[config.mk]
export PLATFORM = sky130hd
export DESIGN_NAME = elpc_scale
export DESIGN_NICKNAME = d
export VERILOG_FILES = /design/src/rtl/core/elpc_pkg.sv /design/src/rtl/core/elpc_scale.sv
export SDC_FILE = /design/constraint.sdc
export NUM_CORES = 2
export LEC_CHECK = 0
export ABC_AREA = 1
export BUFFER_PORTS_ARGS = -buffer_cell sky130_fd_sc_hd__buf_2
export CORE_AREA = 2 2 203 355
export DETAILED_ROUTE_END_ITERATION = 12
export DIE_AREA = 0 0 205 357
export PLACE_DENSITY = 0.83
export REMOVE_ABC_BUFFERS = 1
export SLEW_MARGIN = 20
export SYNTH_ARGS = -nofsm -noshare
export SYNTH_HDL_FRONTEND = slang
export SYNTH_SLANG_ARGS = --single-unit
[constraint.sdc]
create_clock -name clk -period 7.6 [get_ports clk]
set_input_delay 0.38 -clock clk [delete_from_list [all_inputs] [get_ports clk]]
set_output_delay 0.38 -clock clk [all_outputs]
set_load 0.05 [all_outputs]
[src/rtl/core/elpc_pkg.sv]
// Shared constants, types and elaboration-time functions for the ellipse point and containment block.
package elpc_pkg;

	localparam int CORDIC_STAGES    = 16;
	localparam int SECTORS_PER_TURN = 12;

	localparam int IDX_W   = 16;
	localparam int PREC_W  = 8;
	localparam int COORD_W = 32;
	localparam int RAD_W   = 31;
	localparam int PH_W    = 32;
	localparam int Q_W     = PH_W - 2;
	localparam int NUM_W   = IDX_W + PH_W;
	localparam int CNT_W   = $clog2(SECTORS_PER_TURN * 255 + 1);
	localparam int SH_W    = $clog2(CORDIC_STAGES);
	localparam int XY_W    = 34;
	localparam int T_W     = XY_W + 1;
	localparam int Z_W     = 64;
	localparam int CONT_LAT = 7;

	localparam logic signed [XY_W-1:0] GAIN_Q30 = 34'sd652032874;
	localparam logic [31:0] TWO_PI_HI = 32'h6487ED51;
	localparam logic [31:0] TWO_PI_LO = 32'h10B4611A;
	localparam logic [63:0] PI_Q60    = 64'h3243F6A8885A308D;

	// Configuration register indexes
	localparam logic [1:0] REG_CENTER_X = 2'd0;
	localparam logic [1:0] REG_CENTER_Y = 2'd1;
	localparam logic [1:0] REG_RADIUS_X = 2'd2;
	localparam logic [1:0] REG_RADIUS_Y = 2'd3;

	// Item flags carried alongside the datapath
	typedef struct packed {
		logic valid;
		logic mode;
		logic hit;
	} tag_t;

	// Divider cell state: dividend shifts out, quotient shifts in
	typedef struct packed {
		tag_t             tag;
		logic [NUM_W-1:0] num;
		logic [CNT_W-1:0] rem;
		logic [CNT_W-1:0] count;
	} div_t;

	// CORDIC cell state
	typedef struct packed {
		tag_t                    tag;
		logic [1:0]              quad;
		logic signed [XY_W-1:0]  x;
		logic signed [XY_W-1:0]  y;
		logic signed [Z_W-1:0]   z;
	} cord_t;

	// Shift-subtract long division, constants only
	function automatic logic [63:0] udiv_c(logic [63:0] n, logic [63:0] d);
		logic [64:0] r;
		logic [63:0] q;
		r = '0;
		q = '0;
		for (int b = 63; b >= 0; b--) begin
			r = {r[63:0], n[b]};
			if (r >= {1'b0, d}) begin
				r = r - {1'b0, d};
				q[b] = 1'b1;
			end
		end
		return q;
	endfunction

	// Arctangent of 2^-i in Q60 by truncated series
	function automatic logic signed [63:0] atan_q60(int i);
		logic signed [63:0] sum;
		logic [63:0] t;
		sum = '0;
		if (i == 0) begin
			return $signed(PI_Q60 >> 2);
		end
		for (int k = 0; i * (2 * k + 1) <= 60; k++) begin
			t = udiv_c(64'd1 << (60 - i * (2 * k + 1)), 64'(2 * k + 1));
			if (k[0]) sum = sum - $signed(t);
			else sum = sum + $signed(t);
		end
		return sum;
	endfunction

endpackage

[src/rtl/core/elpc_scale.sv]
// Four-stage lane: center + radius * trig / 2^30, rounded, saturated to Q16.16.
module elpc_scale (
	input  logic                                 clk,
	input  logic [elpc_pkg::RAD_W-1:0]           r,
	input  logic signed [elpc_pkg::T_W-1:0]      t,
	input  logic signed [elpc_pkg::COORD_W-1:0]  center,
	output logic signed [elpc_pkg::COORD_W-1:0]  pt
);

	logic [46:0]         plo_s1, plo_s2;
	logic signed [18:0]  th_s1;
	logic signed [50:0]  phi_s2;
	logic signed [37:0]  sc_s3;
	logic signed [67:0]  sum;
	logic signed [38:0]  v;
	logic signed [elpc_pkg::COORD_W-1:0] pt_s4;

	// Rounded sum of partial products, then add center and clamp
	always_comb begin
		sum = {phi_s2[50], phi_s2, 16'b0} + {21'b0, plo_s2} + 68'sd536870912;
		v   = {{7{center[31]}}, center} + {sc_s3[37], sc_s3};
	end

	always_ff @(posedge clk) begin
		plo_s1 <= r * t[15:0];
		th_s1  <= t[elpc_pkg::T_W-1:16];
		phi_s2 <= $signed({1'b0, r}) * th_s1;
		plo_s2 <= plo_s1;
		sc_s3  <= sum[67:30];
		if (v > 39'sh007FFFFFFF) pt_s4 <= 32'sh7FFFFFFF;
		else if (v < -39'sh0080000000) pt_s4 <= 32'sh80000000;
		else pt_s4 <= v[31:0];
	end

	assign pt = pt_s4;

endmodule

; Word level (Yosys, flattened, before mapping)
; Index checks and enable logic that the tools add are counted.
[totals]
reg_bits = 234
[op_classes]
n_mul = 2
magnitude_cmp = 2
n_addsub = 3
muxes = 1
[op_table]
columns = operator, n
row1 = 67-bit by 48-bit adder with 68-bit output, 1
row2 = "68-bit by 30-bit adder with 68-bit output, second input constant", 1
row3 = 32-bit by 19-bit multiplier with 51-bit output, 1
row4 = 31-bit by 16-bit multiplier with 47-bit output, 1
row5 = 32-bit by 38-bit adder with 39-bit output, 1
row6 = "39-bit by 32-bit greater-than comparator with 1-bit output, second input constant", 1
row7 = "39-bit by 32-bit less-than comparator with 1-bit output, second input constant", 1
row8 = 32-bit two-way mux, 1

; Depth between registers and ports, before layout
[logic_depth]
depth_word = 3
depth_mapped = 30
depth_no_buf = 28

; Least setup slack after synthesis
; No wires, ideal clock.
[synth_path]
path_type = input -> register
startpoint = input port r[27] in the netlist's numbering
endpoint = register phi_s2[49]
arrival_time_ns = 5.910
setup_slack_ns = 1.578
path_stages = 27
required_time_ns = 7.488
n_path_buf = 2
cell_sequence = clkbuf_1 > clkbuf_1 > nand2_1 > fa_1 > inv_1 > fa_1 > inv_1 > fa_1 > inv_1 > fa_1 > fa_1 > inv_1 > fa_1 > inv_1 > ha_1 > ha_1 > nand2_1 > nor2_1 > inv_1 > nor2_1 > nand3_1 > o21ai_0 > nand2_1 > o211ai_1 > nand2_1 > nand3_1 > nand2_1
[synth_between]
elab_chain_len = 1
[synth_lines]
columns = element, line
row1 = "start, declared", elpc_scale.sv:4  ; input logic [elpc_pkg::RAD_W-1:0] r,
row2 = 32-bit by 19-bit multiplier with 51-bit output, elpc_scale.sv:27  ; phi_s2 <= $signed({1'b0, r}) * th_s1;
row3 = "end signal, assigned", elpc_scale.sv:27
row4 = "end, declared", elpc_scale.sv:12  ; logic signed [50:0] phi_s2;
; Every way passes these cells.
; A chain may end at the register's enable or synchronous reset.

; Worst setup path in the final report
[layout_path]
startpoint = register th_s1[2]
endpoint = register phi_s2[50]
[layout_between]
elab_chain_len = 1
[layout_lines]
columns = element, line
row1 = "start, declared", elpc_scale.sv:11  ; logic signed [18:0] th_s1;
row2 = "start signal, assigned", elpc_scale.sv:26  ; th_s1 <= t[elpc_pkg::T_W-1:16];
row3 = 32-bit by 19-bit multiplier with 51-bit output, elpc_scale.sv:27
; Every way passes these cells.

==> qor.csv <==
metric,value,unit
synth-adder-area-share,0.498,
hold_class,in -> reg,
max_cap_viol_count,0,
cts.sinks,202,
ys_warn_count,0,
status,finished clean,
crit_required,8.07,ns
synth-compound-area-share,0.0479,
totalNegativeSetupSlack,0,ns
first_iter_violations,2303,
synthXorXnorAreaFrac,0.0245,
grt_pass1_vias,44100,
slowest_stage,dfxtp_1,
hold_viol,0,
clk_pin_slew,0.07,ns
synth_cell_type_count,50,
drc,0,
fin_crit,7.49,ns
ys_ff_latch,202,
clock_latency,0.57,ns
grt_max_degree,36,
die_y,357,um
crit_top_cell,fa_1,
path_cells,"nand2_1, inv_1, fa_1, fa_1, inv_1, fa_1, inv_1, fa_1, inv_1, fa_1, inv_1, fa_1, ha_1, ha_1, nand2_1, o21ai_2, a21oi_1, buf_4, o21ai_0, nand2_1, nand3_1, xor2_1",
htree_levels,1,
dieArea,73200,um^2
first_pass_iters,8,
coreArea,70400,um^2
final_layout_size_suffix_gt1_frac,0.0501,
cts_setup_buffers,0,
whs_path_depth,4,
hpwl,118000,um
worstMarginPinSlew,1.22,ns
setup_violations,0,
yosys.area_share.simple,0.183,
syn_to_final_growth,5.49,%
ant_nets,0,
clockBufferDepth,3,
cp_max_fo,25,
port_buffers,130,
num_vias,39400,
r2r_cells,22,
antenna_found_initial,9,
fmax,133,MHz
routed_wl,143000,um
finalClockSkew,0.0305,ns
worstSetupStartpointType,flop,
rows,129,
rsz0062_at_grt,false,
slowest_delay,1.08,ns
wl_per_cell,20.3,um
cts_tree,built,
pin_count,131,
syn_area,46100,um^2
place_congestion,1.06,
grt_pass1_wl,224000,um
synth_top_family_by_area,adder cells,
cts_root_buffer,clkbuf_16,
grt_overflow,0,
cp.arrival,7.97,ns
vias_per_cell,5.59,
crit_type,reg -> reg,
synth_cells,6090,
synth_area_per_cell,7.57,um^2
dieWidth,205,um
cp-end-kind,flop,
cts_buffers,22,
start_util,0.655,
nets,7503,
seq_area_frac_synth,0.0878,
grtUsageTotal,0.405,
synthMuxAreaShare,0,
fin_crit_sh,0.986,
max-slew-margin-rel,0.187,
slew_viol_final,0,
critical path, delay by kind of cell, from the launching register on:
family,cells,cell delay (ns)
AND/OR/NAND/NOR,4,0.72
XOR/XNOR,1,0.16
adder cells (fa/ha/maj),8,3.54
AO/OA/AOI/OAI,3,1.38
buffers and inverters,6,0.53
flip-flops,1,1.08
what timing repair did:
item                                    4_1_cts  5_1_grt
endpoints found under the setup margin        0        1
hold buffers                                 19        0
hold endpoints to repair                     19        0
gates resized for setup                       0        1
cells by family after synthesis:
logic type / after synthesis
AO/OA/AOI/OAI: 396
XOR/XNOR: 129
adder cells (fa/ha/maj): 1296
buffers and inverters: 1945
flip-flops: 202
AND/OR/NAND/NOR: 2122
state kept, by name (all words and copies together) (netlist names):
register	flops
phi_s2	51
sc_s3	38
pt	32
plo_s1	31
plo_s2	31
th_s1	19
Yosys cell counts (all sizes together):
master	count	area, um^2
o221ai	3	26.3
nor4	12	75.1
a31oi	32	206
o21ai	102	514
a21o	14	105
buf	38	181
nand4	14	87.6
nor2	268	1040
a21boi	8	60.1
o21a	12	90.1
dfxtp	202	4040
a21oi	199	1000
nor3b	1	7.51
and2	4	25.0
o22ai	1	6.26
clkbuf	197	739
nand3b	4	30.0
inv	1710	6420
a221oi	1	8.76
o221a	2	22.5
or2	15	93.8
xnor2	42	368
nor3	34	170
and3	5	31.3
a31o	1	8.76
xor2	87	762
ha	400	5000
nand2	1667	6320
o211ai	3	22.5
fa	896	17900
o21bai	17	128
nand3	97	528
or3	1	6.26
a211oi	1	7.51
cell usage in the layout (no fill, tap or decap), types with 5 or more instances in the layout:
cell	n
buf_4	74
o21bai_1	17
a21oi_1	198
fa_1	896
inv_1	1709
nand2_1	1646
a21boi_0	7
nor2_2	10
clkbuf_16	23
nand2_2	19
nand4_1	14
o21ai_0	99
nand3_2	6
a31oi_1	31
buf_2	130
dfxtp_1	200
xnor2_1	42
nor2_1	257
a21o_1	14
ha_1	400
and3_1	5
diode_2	7
or2_2	14
nor4_1	12
dlygate4sd3_1	19
buf_12	6
nand3_1	90
xor2_1	87
nor3_1	34
o21a_1	12
cell type report:
cell class              count  area [um^2]
flip-flops and latches    202         4050
clock buffers              29          618
repair buffers            229         1520
well taps                 917         1150
clock inverters            10          150
fillers                  5871        21800
inverters                1710         6420
diodes                      7         17.5
multi-input cells        3943        34700
final timing paths:
path,from,to,slack (ns)
worst max register to register,th_s1[2]$_DFF_P_,phi_s2[50]$_DFF_P_,0.11
worst min register to register,plo_s1[42]$_DFF_P_,plo_s2[42]$_DFF_P_,0.33
worst max-delay path,th_s1[2]$_DFF_P_,phi_s2[50]$_DFF_P_,0.11
worst min-delay path,center[0],pt[0]$_SDFF_PN1_,0.17
routing by layer:
layer  vias to the layer above  part of all wire  global-route usage
met2                      1925              0.53               0.760
met4                         4              0.11               0.382
li1                      17500                 -                   -
met1                     19000              0.28               0.354
met5                         -           0.00020                   0
met3                       979             0.069              0.0731
per-stage QoR:
step | utilization | cell area (um^2) | cells | setup slack [ns] | hold WS, ns
finish | 0.691 | 48600 | 7047 | 0.106 | 0.169
global route | 0.691 | 48600 | 7042 | 0.00266 | 0.195
CTS | 0.690 | 48600 | 7040 | 0.188 | 0.135
detailed placement | 0.677 | 47600 | 6982 | 0.227 | 0.319
global placement | 0.677 | 47600 | 6982 | 0.281 | 0.311
floorplan | - | 45200 | 5855 | 1.62 | 0.310
Power is left out: the tool's default activity adds up to more than one toggle a clock period on the data nets, which glitch-free logic cannot reach.
