===== config.mk =====
export PLATFORM = sky130hd
export DESIGN_NAME = elpc_div_cell
export DESIGN_NICKNAME = d
export VERILOG_FILES = /design/src/rtl/core/elpc_pkg.sv /design/src/rtl/core/elpc_div_cell.sv
export SDC_FILE = /design/constraint.sdc
export NUM_CORES = 1
export LEC_CHECK = 0
export BUFFER_PORTS_ARGS = -buffer_cell sky130_fd_sc_hd__buf_2
export CAP_MARGIN = 10
export CORE_ASPECT_RATIO = 0.9
export CORE_MARGIN = 3
export CORE_UTILIZATION = 44
export DETAILED_ROUTE_END_ITERATION = 10
export PLACE_DENSITY = 0.92
export RECOVER_POWER = 25
export REMOVE_ABC_BUFFERS = 1
export SYNTH_ARGS = -nofsm -noshare
export SYNTH_HDL_FRONTEND = slang
export SYNTH_SLANG_ARGS = --single-unit

===== constraint.sdc =====
create_clock -name clk -period 0.8 [get_ports clk]
set_input_delay 0.08 -clock clk [delete_from_list [all_inputs] [get_ports clk]]
set_output_delay 0.08 -clock clk [all_outputs]
set_load 0.05 [all_outputs]

===== src/rtl/core/elpc_pkg.sv =====
// Shared constants, types and elaboration-time functions for the ellipse point and containment block.
package elpc_pkg;

	localparam int CORDIC_STAGES    = 16;
	localparam int SECTORS_PER_TURN = 12;

	localparam int IDX_W   = 16;
	localparam int PREC_W  = 8;
	localparam int COORD_W = 32;
	localparam int RAD_W   = 31;
	localparam int PH_W    = 32;
	localparam int Q_W     = PH_W - 2;
	localparam int NUM_W   = IDX_W + PH_W;
	localparam int CNT_W   = $clog2(SECTORS_PER_TURN * 255 + 1);
	localparam int SH_W    = $clog2(CORDIC_STAGES);
	localparam int XY_W    = 34;
	localparam int T_W     = XY_W + 1;
	localparam int Z_W     = 64;
	localparam int CONT_LAT = 7;

	localparam logic signed [XY_W-1:0] GAIN_Q30 = 34'sd652032874;
	localparam logic [31:0] TWO_PI_HI = 32'h6487ED51;
	localparam logic [31:0] TWO_PI_LO = 32'h10B4611A;
	localparam logic [63:0] PI_Q60    = 64'h3243F6A8885A308D;

	// Configuration register indexes
	localparam logic [1:0] REG_CENTER_X = 2'd0;
	localparam logic [1:0] REG_CENTER_Y = 2'd1;
	localparam logic [1:0] REG_RADIUS_X = 2'd2;
	localparam logic [1:0] REG_RADIUS_Y = 2'd3;

	// Item flags carried alongside the datapath
	typedef struct packed {
		logic valid;
		logic mode;
		logic hit;
	} tag_t;

	// Divider cell state: dividend shifts out, quotient shifts in
	typedef struct packed {
		tag_t             tag;
		logic [NUM_W-1:0] num;
		logic [CNT_W-1:0] rem;
		logic [CNT_W-1:0] count;
	} div_t;

	// CORDIC cell state
	typedef struct packed {
		tag_t                    tag;
		logic [1:0]              quad;
		logic signed [XY_W-1:0]  x;
		logic signed [XY_W-1:0]  y;
		logic signed [Z_W-1:0]   z;
	} cord_t;

	// Shift-subtract long division, constants only
	function automatic logic [63:0] udiv_c(logic [63:0] n, logic [63:0] d);
		logic [64:0] r;
		logic [63:0] q;
		r = '0;
		q = '0;
		for (int b = 63; b >= 0; b--) begin
			r = {r[63:0], n[b]};
			if (r >= {1'b0, d}) begin
				r = r - {1'b0, d};
				q[b] = 1'b1;
			end
		end
		return q;
	endfunction

	// Arctangent of 2^-i in Q60 by truncated series
	function automatic logic signed [63:0] atan_q60(int i);
		logic signed [63:0] sum;
		logic [63:0] t;
		sum = '0;
		if (i == 0) begin
			return $signed(PI_Q60 >> 2);
		end
		for (int k = 0; i * (2 * k + 1) <= 60; k++) begin
			t = udiv_c(64'd1 << (60 - i * (2 * k + 1)), 64'(2 * k + 1));
			if (k[0]) sum = sum - $signed(t);
			else sum = sum + $signed(t);
		end
		return sum;
	endfunction

endpackage


===== src/rtl/core/elpc_div_cell.sv =====
// One restoring division cell: develops one quotient bit of the turn phase per cycle.
module elpc_div_cell (
	input  logic           clk,
	input  logic           arst_n,
	input  elpc_pkg::div_t d_i,
	output elpc_pkg::div_t d_o
);

	logic [elpc_pkg::CNT_W:0] rem2;
	logic                     qbit;
	elpc_pkg::div_t           nxt;

	// Shift in next dividend bit, trial subtract
	always_comb begin
		rem2 = {d_i.rem, d_i.num[elpc_pkg::NUM_W-1]};
		qbit = (rem2 >= {1'b0, d_i.count});
		nxt  = d_i;
		nxt.num = {d_i.num[elpc_pkg::NUM_W-2:0], qbit};
		nxt.rem = qbit ? elpc_pkg::CNT_W'(rem2 - {1'b0, d_i.count})
		               : rem2[elpc_pkg::CNT_W-1:0];
	end

	always_ff @(posedge clk or negedge arst_n) begin
		if (!arst_n) begin
			d_o <= '0;
		end else begin
			d_o <= nxt;
		end
	end

endmodule


# After elaboration in Yosys (flattened, before gate mapping)

Cells that the tools add are included.
Widths: inputs -> output; s select.

Logic and storage cells: 9
ROM bits: 0
Bits in latches: 0
Flip-flop bits (word level): 75
RAM bits: 0
Memories kept: 0

Div/mod/pow operators: 0
Multiply operators: 0
Shifts and indexed selects: 0
Bitwise gates (word level): 0
Equal/unequal tests: 0
Order comparisons: 1
Reduce and logical (&&, ||, !) cells: 0
$add $sub $neg: 1
Multiplexer cells: 1

Operators with widths:

| kind           | count |
|---|---|
| $ge 13x12->1   | 1 |
| $mux 12        | 1 |
| $sub 12x12->12 | 1 |

# Depth between registers and ports, before layout

Gate-level depths: netlist (run 1).

Word-level depth: 2
Gate-level depth with buffers: 9
Mapped depth without buffers: 9

# Least setup slack after synthesis (run 1)

No wires, ideal clock.

Path kind: in2reg
Start point: in d_i[1] in the netlist's numbering
End point: reg d_o[16] in the netlist's numbering
Path buffers: 1
Arrival time: 2.089 ns
Slack: -1.415 ns
Stages: 9
Path through: inv_1 ha_1 nor2b_4 o31a_1 o31a_1 o311a_4 nor4_4 buf_8 mux2_4

RTL lines:

| what                 | line                | source |
|---|---|---|
| from (decl)          | elpc_div_cell.sv:5  | `input elpc_pkg::div_t d_i,` |
| to (signal assigned) | elpc_div_cell.sv:27 | `d_o <= nxt;` |
| to (decl)            | elpc_div_cell.sv:6  | `output elpc_pkg::div_t d_o` |

==> impl_metrics.env, run 1 <==
export IMPL_status="finished with violations"
export IMPL_violations="negative setup slack"
export IMPL_synth_area_leaders="dfrtp_1 69%, ha_1 5.5%, mux2_4 3.8%, inv_1 2.1%, nand3_1 1.6%"
export IMPL_synth_distinct_cells=36
export IMPL_rows=26
export IMPL_crit_path_start="d_i[0]"
export IMPL_seq_area_frac_synth=0.6868
export IMPL_max_freq_mhz=488.9
export IMPL_synth_edf_count=0
export IMPL_netlist_area_leader_share=0.6868
export IMPL_syn_to_final_growth_pct=95.01
export IMPL_n_antenna_cell=0
export IMPL_finalCritPeriodShare=2.557
export IMPL_seqPwrFrac=0.399
export IMPL_cpLargestDelayFamily="adder cells"
export IMPL_hold_path_class="input port to flip-flop"
export IMPL_crit_buf_inv=2
export IMPL_grtUsageMet1=0.4715
export IMPL_tightestPinTransition_ps=381.2
export IMPL_yosys_warnings=0
export IMPL_grt_pass1_vias=3199
export IMPL_antenna_found_initial=0
export IMPL_finalCriticalPeriod_ps=2046
export IMPL_regMostFlops="d_o"
export IMPL_crit_arrival_ps=2340
export IMPL_drive_gt1_frac=0.4891
export IMPL_setup_tns_ps=-28940
export IMPL_gp_congestion=0.9528
export IMPL_yosys_top_cells_count="75 x dfrtp_1, 15 x inv_1, 12 x ha_1"
export IMPL_cts_tree="done"
export IMPL_cpPeakStageDelay_ps=410
export IMPL_synth_most_common_cell="dfrtp_1"
export IMPL_fp_dieArea_um2=7193
export IMPL_finalWirelength_mm=14.42
export IMPL_clk_pin_slew_ps=70
export IMPL_switching_share=0.3589
export IMPL_cp_slowest_cell="fa_1"
export IMPL_crit_chain="buf_2 -> ha_2 -> fa_1 -> nor2b_1 -> o21bai_1 -> a21boi_2 -> buf_4 -> o41a_1 -> xor2_1 -> mux2_4"
export IMPL_syn_avg_cell_area_um2=14.93
export IMPL_hold_start="d_i[21]"
export IMPL_worstPathRequired_ps=1090
export IMPL_crit_end="d_o[20]"
export IMPL_postRouteAntennaNets=0
export IMPL_place_hpwl_mm=6.311
export IMPL_via_per_inst=5.625
export IMPL_io_buffer_count=151
export IMPL_n_fill_cell=187
export IMPL_dpl_cell_area_um2=3847
export IMPL_drtIter0Drc=374
export IMPL_finish_instance_area_um2=5329
export IMPL_clock_sinks=75
export IMPL_ir_worst_vdd_mv=1.439
export IMPL_final_nets=544
export IMPL_die_h_um=80.76
export IMPL_pwr_share_comb=0.342
export IMPL_total_power_uw=10760
export IMPL_setup_viol=88
export IMPL_wl_per_cell_um=27.32
export IMPL_maxSlewViolCount=0
export IMPL_cts_htree_levels=3
export IMPL_grt_use_met2=0.6306
export IMPL_vias=2970
export IMPL_fin_ws_ps=-1246
export IMPL_end_kind="flip-flop"
export IMPL_grt_pass1_wl_mm=20.02
export IMPL_hold_path_depth=3
export IMPL_rsz0062_at_grt="true"
export IMPL_cts_buffer_depth=2
export IMPL_cts_root_buf="clkbuf_8"
export IMPL_p_leak_uw=0.002621
export IMPL_synthCells=183
export IMPL_initial_utilization=0.4667
export IMPL_grt_max_degree=31
export IMPL_crit_fanout=2
export IMPL_p_clk_frac=0.259
export IMPL_syn_area_um2=2733
export IMPL_relSlewSlack=0.7432
export IMPL_crit_cells=10
export IMPL_overflow=0
export IMPL_synthArstFlopShare=1.000
export IMPL_path_class="input port to flip-flop"
export IMPL_core_um2=5856
export IMPL_grtUsageTotal=0.4007
export IMPL_cts_buffers=9
export IMPL_synth_flop_cell="dfrtp_1"
export IMPL_reg_top3="d_o x75"
export IMPL_top_usage_layer="met2"
export IMPL_largest_reg_flops=75
export IMPL_p_switching_uw=3863
export IMPL_synth_area_leader_cell="dfrtp_1"
export IMPL_powerDensity_nw_per_um2=2020
export IMPL_die_x_um=89.07
export IMPL_finalHoldViolations=0
export IMPL_startpoint_type="input port"
export IMPL_p_int_uw=6902
export IMPL_use_met3=0.1511
export IMPL_drc=0
export IMPL_io_pins=152
export IMPL_drv_cap=0
export IMPL_yosys_register_bits=75
export IMPL_first_pass_iters=6
[timing repair]
item	in CTS	in global routing
gates resized for setup	162	7
pin swaps	2	0
setup buffers	4	1
hold endpoints to repair	145	0
hold buffers	71	0
setup endpoints to repair	88	88
[worst min-delay path, delay by kind of cell]
kind,cells,cell delay (ps)
buffers and inverters,2,180
muxes,1,120
[power groups by stage]
stage / Sequential, uW / Clock [uW] / Combinational [uW]
floorplan: 5280 / 0 / 634
global placement: 4210 / 0 / 2550
global route: 4300 / 2980 / 3760
detailed placement: 4230 / 0 / 2630
finish: 4300 / 2790 / 3680
CTS: 4230 / 2710 / 3350
[layer usage]
metal  share of wire  vias to the layer above
met5               0                        -
met1            0.35                     1417
met2            0.46                      300
met4           0.066                        0
met3            0.13                       95
li1                -                     1158
[through the flow]
stage / worst slack (ps) / util / hold WS [ps] / cells
floorplan: -1706 / - / -215.6 / 181
global placement: -1518 / 0.6571 / -74.36 / 437
detailed placement: -1610 / 0.6571 / -69.23 / 437
CTS: -1038 / 0.9030 / 58.40 / 527
global route: -1229 / 0.9100 / 71.29 / 528
finish: -1246 / 0.9100 / 69.03 / 528
[logic make-up (layout without fill, tap and decap cells)]
group | Yosys count | after routing | synth area share
compound gates | 23 | 23 | 0.06685
simple gates | 34 | 34 | 0.06914
flops | 75 | 75 | 0.6868
mux | 13 | 13 | 0.06181
fa+ha+maj | 13 | 13 | 0.06227
xor+xnor | 8 | 8 | 0.02564
buf+inv | 17 | 292 | 0.02747
[cell type report]
type | instances | area (um2) | share of cell area
Clock buffer | 11 | 151.4 | 0.02841
Tap cell | 70 | 87.58 | 0.01644
Multi-Input combinational cell | 91 | 857.1 | 0.1608
Sequential cell | 75 | 1877 | 0.3522
Timing Repair Buffer | 262 | 2271 | 0.4262
Inverter | 15 | 58.81 | 0.01104
Clock inverter | 4 | 26.28 | 0.004931
[worst min-delay path by stage]
stage	slack, ps	end
final	70	d_o[22]
after global routing	70	d_o[16]
after CTS	60	d_o[22]
after detailed placement	-70	d_o[49]
after global placement	-70	d_o[44]
after floorplan	-220	d_o[0]
[placed cells by master, fill, tap and decap left out, types with 2 or more instances in the layout]
master         netlist  routed
o31a_1               2       2
o21ai_0              3       3
xnor2_1              5       5
a21oi_1              5       4
buf_12               0       2
inv_1               15      14
nor2_1               9       9
mux2i_1              3       3
ha_1                12       7
clkbuf_8             0      11
buf_6                0      77
nor3_1               3       3
nand2_1              4       4
dlygate4sd3_1        0      71
clkinv_2             0       2
buf_2                0      68
o21a_1               2       2
ha_4                 0       4
nor2b_1              4       4
dfrtp_1             75      75
nand3_1              9       9
mux2_4               7      10
clkbuf_1             1       6
xor2_1               3       3
buf_4                0      36
No activity file was read; power rests on OpenSTA's default activity.
==> run 2, diff against run 1 <==
--- a/config.mk
+++ b/config.mk
@@ -5,7 +5,7 @@
 export SDC_FILE = /design/constraint.sdc
 export NUM_CORES = 1
 export LEC_CHECK = 0
-export BUFFER_PORTS_ARGS = -buffer_cell sky130_fd_sc_hd__buf_2
+export BUFFER_PORTS_ARGS = -buffer_cell sky130_fd_sc_hd__buf_4
 export CAP_MARGIN = 10
 export CORE_ASPECT_RATIO = 0.9
 export CORE_MARGIN = 3
==> impl_metrics.env, run 2 (same netlist as run 1, synthesis figures left out) <==
export IMPL_status="finished with violations"
export IMPL_violations="negative setup slack"
export IMPL_final_cells=530
export IMPL_final_nets=545
export IMPL_setup_viol=88
export IMPL_crit_buf_inv=3
export IMPL_startpoint_type="input port"
export IMPL_grt_pass1_vias=3303
export IMPL_crit_cells=10
export IMPL_grt_max_degree=45
export IMPL_clk_pin_slew_ps=80
export IMPL_powerDensity_nw_per_um2=2125
export IMPL_finalHoldViolations=0
export IMPL_final_cell_mix="105 x buf_4, 79 x buf_6, 75 x dfrtp_1"
export IMPL_hold_path_depth=3
export IMPL_wl_per_cell_um=32.30
export IMPL_cts_tree="done"
export IMPL_gp_congestion=0.8944
export IMPL_die_h_um=80.76
export IMPL_post_place_ws_ps=-1625
export IMPL_regMostFlops="d_o"
export IMPL_end_kind="flip-flop"
export IMPL_tightestPinTransition_ps=457.7
export IMPL_cts_buffer_depth=2
export IMPL_drc=0
export IMPL_reg_top3="d_o x75"
export IMPL_drive_gt1_frac=0.5022
export IMPL_ir_worst_vdd_mv=1.583
export IMPL_place_hpwl_mm=6.516
export IMPL_overflow=0
export IMPL_core_um2=5856
export IMPL_crit_chain="buf_4 -> ha_2 -> and3_4 -> o2111a_1 -> o31a_1 -> buf_4 -> buf_4 -> mux2i_1 -> nand2_1 -> mux2_4"
export IMPL_io_buffer_count=151
export IMPL_finalCriticalPeriod_ps=2056
export IMPL_die_x_um=89.07
export IMPL_p_leak_uw=0.002721
export IMPL_finalCritPeriodShare=2.570
export IMPL_antenna_found_initial=0
export IMPL_place_inst=433
export IMPL_grtUsageTotal=0.4465
export IMPL_hold_path_class="input port to flip-flop"
export IMPL_cts_root_buf="clkbuf_8"
export IMPL_initial_utilization=0.4667
export IMPL_path_class="input port to flip-flop"
export IMPL_fin_ws_ps=-1256
export IMPL_finalWirelength_mm=17.12
export IMPL_largest_reg_flops=75
export IMPL_cp_common_cell="buf_4"
export IMPL_grt_pass1_wl_mm=22.06
export IMPL_drtIter0Drc=316
export IMPL_cpPeakStageDelay_ps=410
export IMPL_cts_htree_levels=3
export IMPL_worstPathRequired_ps=1030
export IMPL_first_pass_iters=6
export IMPL_layout_commonest_cell="buf_4"
export IMPL_fp_dieArea_um2=7193
export IMPL_cp_slowest_cell="ha_2"
export IMPL_cpLargestDelayFamily="multiplexers"
export IMPL_max_freq_mhz=486.5
export IMPL_crit_fanout=4
export IMPL_vias=3206
export IMPL_n_antenna_cell=0
export IMPL_maxSlewViolCount=0
export IMPL_relSlewSlack=0.6949
export IMPL_total_power_uw=11840
export IMPL_syn_to_final_growth_pct=103.8
export IMPL_clock_sinks=75
export IMPL_via_per_inst=6.049
export IMPL_crit_arrival_ps=2290
export IMPL_n_fill_cell=129
export IMPL_rows=26
export IMPL_io_pins=152
export IMPL_drv_cap=0
export IMPL_postRouteAntennaNets=0
export IMPL_rsz0062_at_grt="true"
export IMPL_cts_buffers=9
run 2: stage by stage:
step	hold slack [ps]	setup TNS, ps	utilization	cell area, um2
after CTS	47.78	-27490	0.9415	5513
after detailed placement	70.67	-19890	0.7160	4193
after floorplan	-215.6	-21060	-	2714
after global routing	112.4	-32330	0.9511	5569
final	122.6	-31080	0.9511	5569
after global placement	66.82	-18490	0.7160	4193
run 2: routing by layer:
metal | vias to the layer above | wire length [um] | GRT usage
met5 | - | 0 | 0
met4 | 0 | 1283 | 0.2232
met3 | 107 | 2181 | 0.1531
met2 | 381 | 7785 | 0.7151
met1 | 1550 | 5868 | 0.5385
li1 | 1168 | - | -
run 2: repair_timing:
item / in CTS / in global routing
hold buffers: 73 / 0
buffers inserted: 4 / 4
resized for setup: 86 / 11
endpoints found under the hold margin: 147 / 0
pin swaps: 1 / 0
setup endpoints to repair: 88 / 88
run 2: final timing paths:
check,from,end,slack (ps)
worst min-delay path,d_i[15],d_o[16],120
min in group asynchronous,arst_n,d_o[39],270
max in group asynchronous,arst_n,d_o[23],60
worst max-delay path,d_i[17],d_o[23],-1260
run 2: cell type report:
| type | count | area, um2 | share of cell area |
|---|---|---|---|
| Timing Repair Buffer | 263 | 2464 | 0.4424 |
| Clock inverter | 6 | 93.84 | 0.01685 |
| Multi-Input combinational cell | 91 | 850.8 | 0.1528 |
| Sequential cell | 75 | 1877 | 0.3370 |
| Tap cell | 70 | 87.58 | 0.01573 |
| Inverter | 15 | 58.81 | 0.01056 |
| Clock buffer | 10 | 137.6 | 0.02471 |
run 2: power by group:
| group | switching (uW) | internal [uW] | total [uW] |
|---|---|---|---|
| clock | 1700 | 1870 | 3570 |
| sequential | 228 | 4080 | 4310 |
| combinational | 2280 | 1670 | 3960 |
| total | 4210 | 7630 | 11800 |
==> run 3, diff against run 2 <==
--- a/config.mk
+++ b/config.mk
@@ -9,9 +9,10 @@
 export CAP_MARGIN = 10
 export CORE_ASPECT_RATIO = 0.9
 export CORE_MARGIN = 3
-export CORE_UTILIZATION = 44
+export CORE_UTILIZATION = 45
+export CTS_BUF_LIST = sky130_fd_sc_hd__clkbuf_4
 export DETAILED_ROUTE_END_ITERATION = 10
-export PLACE_DENSITY = 0.92
+export PLACE_DENSITY = 0.93
 export RECOVER_POWER = 25
 export REMOVE_ABC_BUFFERS = 1
 export SYNTH_ARGS = -nofsm -noshare
==> impl_metrics.env, run 3 (same netlist as run 1, synthesis figures left out) <==
export IMPL_status="finished with violations"
export IMPL_violations="negative hold slack, negative setup slack"
export IMPL_cts_buffer_depth=2
export IMPL_whs_endpoint="d_o[0]"
export IMPL_end_kind="flip-flop"
export IMPL_tightestPinTransition_ps=394.3
export IMPL_grtUsageTotal=0.3802
export IMPL_die_h_um=79.93
export IMPL_cts_root_buf="clkbuf_4"
export IMPL_p_clk_frac=0.264
export IMPL_relSlewSlack=0.7372
export IMPL_final_cell_mix="81 x buf_4, 79 x buf_6, 75 x dfrtp_1"
export IMPL_finalHoldViolations=1
export IMPL_io_buffer_count=151
export IMPL_dpl_cell_area_um2=4185
export IMPL_finish_instance_area_um2=5477
export IMPL_io_pins=152
export IMPL_max_freq_mhz=516.7
export IMPL_drive_gt1_frac=0.4825
export IMPL_layout_commonest_cell="buf_4"
export IMPL_grt_pass1_wl_mm=18.89
export IMPL_grt_max_degree=39
export IMPL_cts_htree_levels=3
export IMPL_drtIter0Drc=217
export IMPL_path_class="input port to flip-flop"
export IMPL_crit_arrival_ps=2280
export IMPL_ir_worst_vdd_mv=1.543
export IMPL_p_switching_uw=3879
export IMPL_antenna_found_initial=0
export IMPL_seqPwrFrac=0.392
export IMPL_startpoint_type="input port"
export IMPL_die_x_um=88.14
export IMPL_powerDensity_nw_per_um2=1987
export IMPL_cts_hold_buf=73
export IMPL_p_int_uw=7005
export IMPL_wl_per_cell_um=26.65
export IMPL_crit_fanout=7
export IMPL_maxSlewViolCount=0
export IMPL_clk_pin_slew_ps=150
export IMPL_hold_path_class="input port to flip-flop"
export IMPL_grt_pass1_vias=3234
export IMPL_n_antenna_cell=0
export IMPL_via_per_inst=5.654
export IMPL_pwr_share_comb=0.344
export IMPL_cpPeakStageDelay_ps=400
export IMPL_setup_viol=88
export IMPL_fp_dieArea_um2=7045
export IMPL_place_hpwl_mm=6.002
export IMPL_finalCriticalPeriod_ps=1936
export IMPL_rows=26
export IMPL_hold_start="d_i[0]"
export IMPL_cts_tree="done"
export IMPL_gp_congestion=0.8710
export IMPL_crit_chain="buf_4 -> inv_1 -> ha_1 -> and3_1 -> o2111a_1 -> o31a_1 -> o311a_4 -> nor4_4 -> buf_6 -> mux2_4"
export IMPL_cp_slowest_cell="ha_1"
export IMPL_switching_share=0.3564
export IMPL_hold_path_depth=1
export IMPL_finalWirelength_mm=14.02
export IMPL_reg_top3="d_o x75"
export IMPL_clock_sinks=75
export IMPL_largest_reg_flops=75
export IMPL_vias=2974
export IMPL_core_um2=5791
export IMPL_initial_utilization=0.4719
export IMPL_overflow=0
export IMPL_worstPathRequired_ps=1140
export IMPL_syn_to_final_growth_pct=100.4
export IMPL_rsz0062_at_grt="true"
export IMPL_timing_hold_ws_ps=-167.3
export IMPL_finalCritPeriodShare=2.419
export IMPL_total_power_uw=10880
export IMPL_regMostFlops="d_o"
export IMPL_final_nets=541
export IMPL_drv_cap=0
export IMPL_postRouteAntennaNets=0
export IMPL_p_leak_uw=0.002670
export IMPL_first_pass_iters=5
export IMPL_cts_buffers=9
export IMPL_drc=0
export IMPL_fin_ws_ps=-1136
[run 3: changes by cell type in the layout (fill, tap and decap cells not counted), sizes merged]
cell	before	now
clkinv	1	2
clkbuf	15	32
buf	185	163
[run 3: layer usage]
metal | share of wire | routed length, um | track usage
met3 | 0.11 | 1478 | 0.1032
met4 | 0.082 | 1149 | 0.2568
met2 | 0.50 | 7057 | 0.6830
met1 | 0.31 | 4331 | 0.3760
met5 | 0 | 0 | 0
[run 3: power groups by stage]
stage	sequential (uW)	clock (uW)	combinational (uW)
floorplan	5280	0	634
global placement	4230	0	2810
detailed placement	4240	0	2890
CTS	4230	2750	3430
global route	4280	3000	3850
finish	4270	2870	3740
[run 3: area by class of cell]
type                       count  area [um2]
clock inverter                 7       100.1
sequential                    75        1877
inverter                      15       58.81
clock buffer                   9       67.56
fill                         157       314.1
tap                           70       87.58
multi-input combinational     91       843.3
timing repair buffer         259        2442
[run 3: worst max-delay path: cells and delay by family]
family | cells | cell delay (ps)
muxes | 1 | 320
and+or+nand+nor | 2 | 480
AOI/OAI and AO/OA | 3 | 630
adders and majority gates | 1 | 400
buffers and inverters | 3 | 350
[run 3: metrics by stage]
step	worst slack, ps	TNS (ps)	util	hold slack, ps	instances
floorplan	-1706	-21060	-	-215.6	181
global placement	-1526	-18640	0.7228	-61.27	432
detailed placement	-1573	-19350	0.7228	-58.50	432
CTS	-984.6	-32330	0.9363	-242.8	522
global route	-1137	-37740	0.9458	-175.4	526
finish	-1136	-35800	0.9458	-167.3	526
[run 3: what timing repair did]
item                       in CTS  in global routing
buffers inserted                1                  4
setup endpoints to repair      88                 88
resized for setup              88                  6
pin swaps                       0                  1
hold endpoints to repair      148                  2
gates cloned                    0                  0
[run 3: how the worst max path moves through the flow]
stage | slack, ps | depth (start not counted) | to | startpoint
2_1_floorplan | -1710 | 8 | d_o[14] | d_i[1]
3_3_place_gp | -1530 | 10 | d_o[23] | d_i[1]
3_5_place_dp | -1570 | 10 | d_o[23] | d_i[1]
4_1_cts | -980 | 10 | d_o[18] | d_i[1]
5_1_grt | -1140 | 10 | d_o[18] | d_i[7]
6_report | -1140 | 10 | d_o[18] | d_i[7]
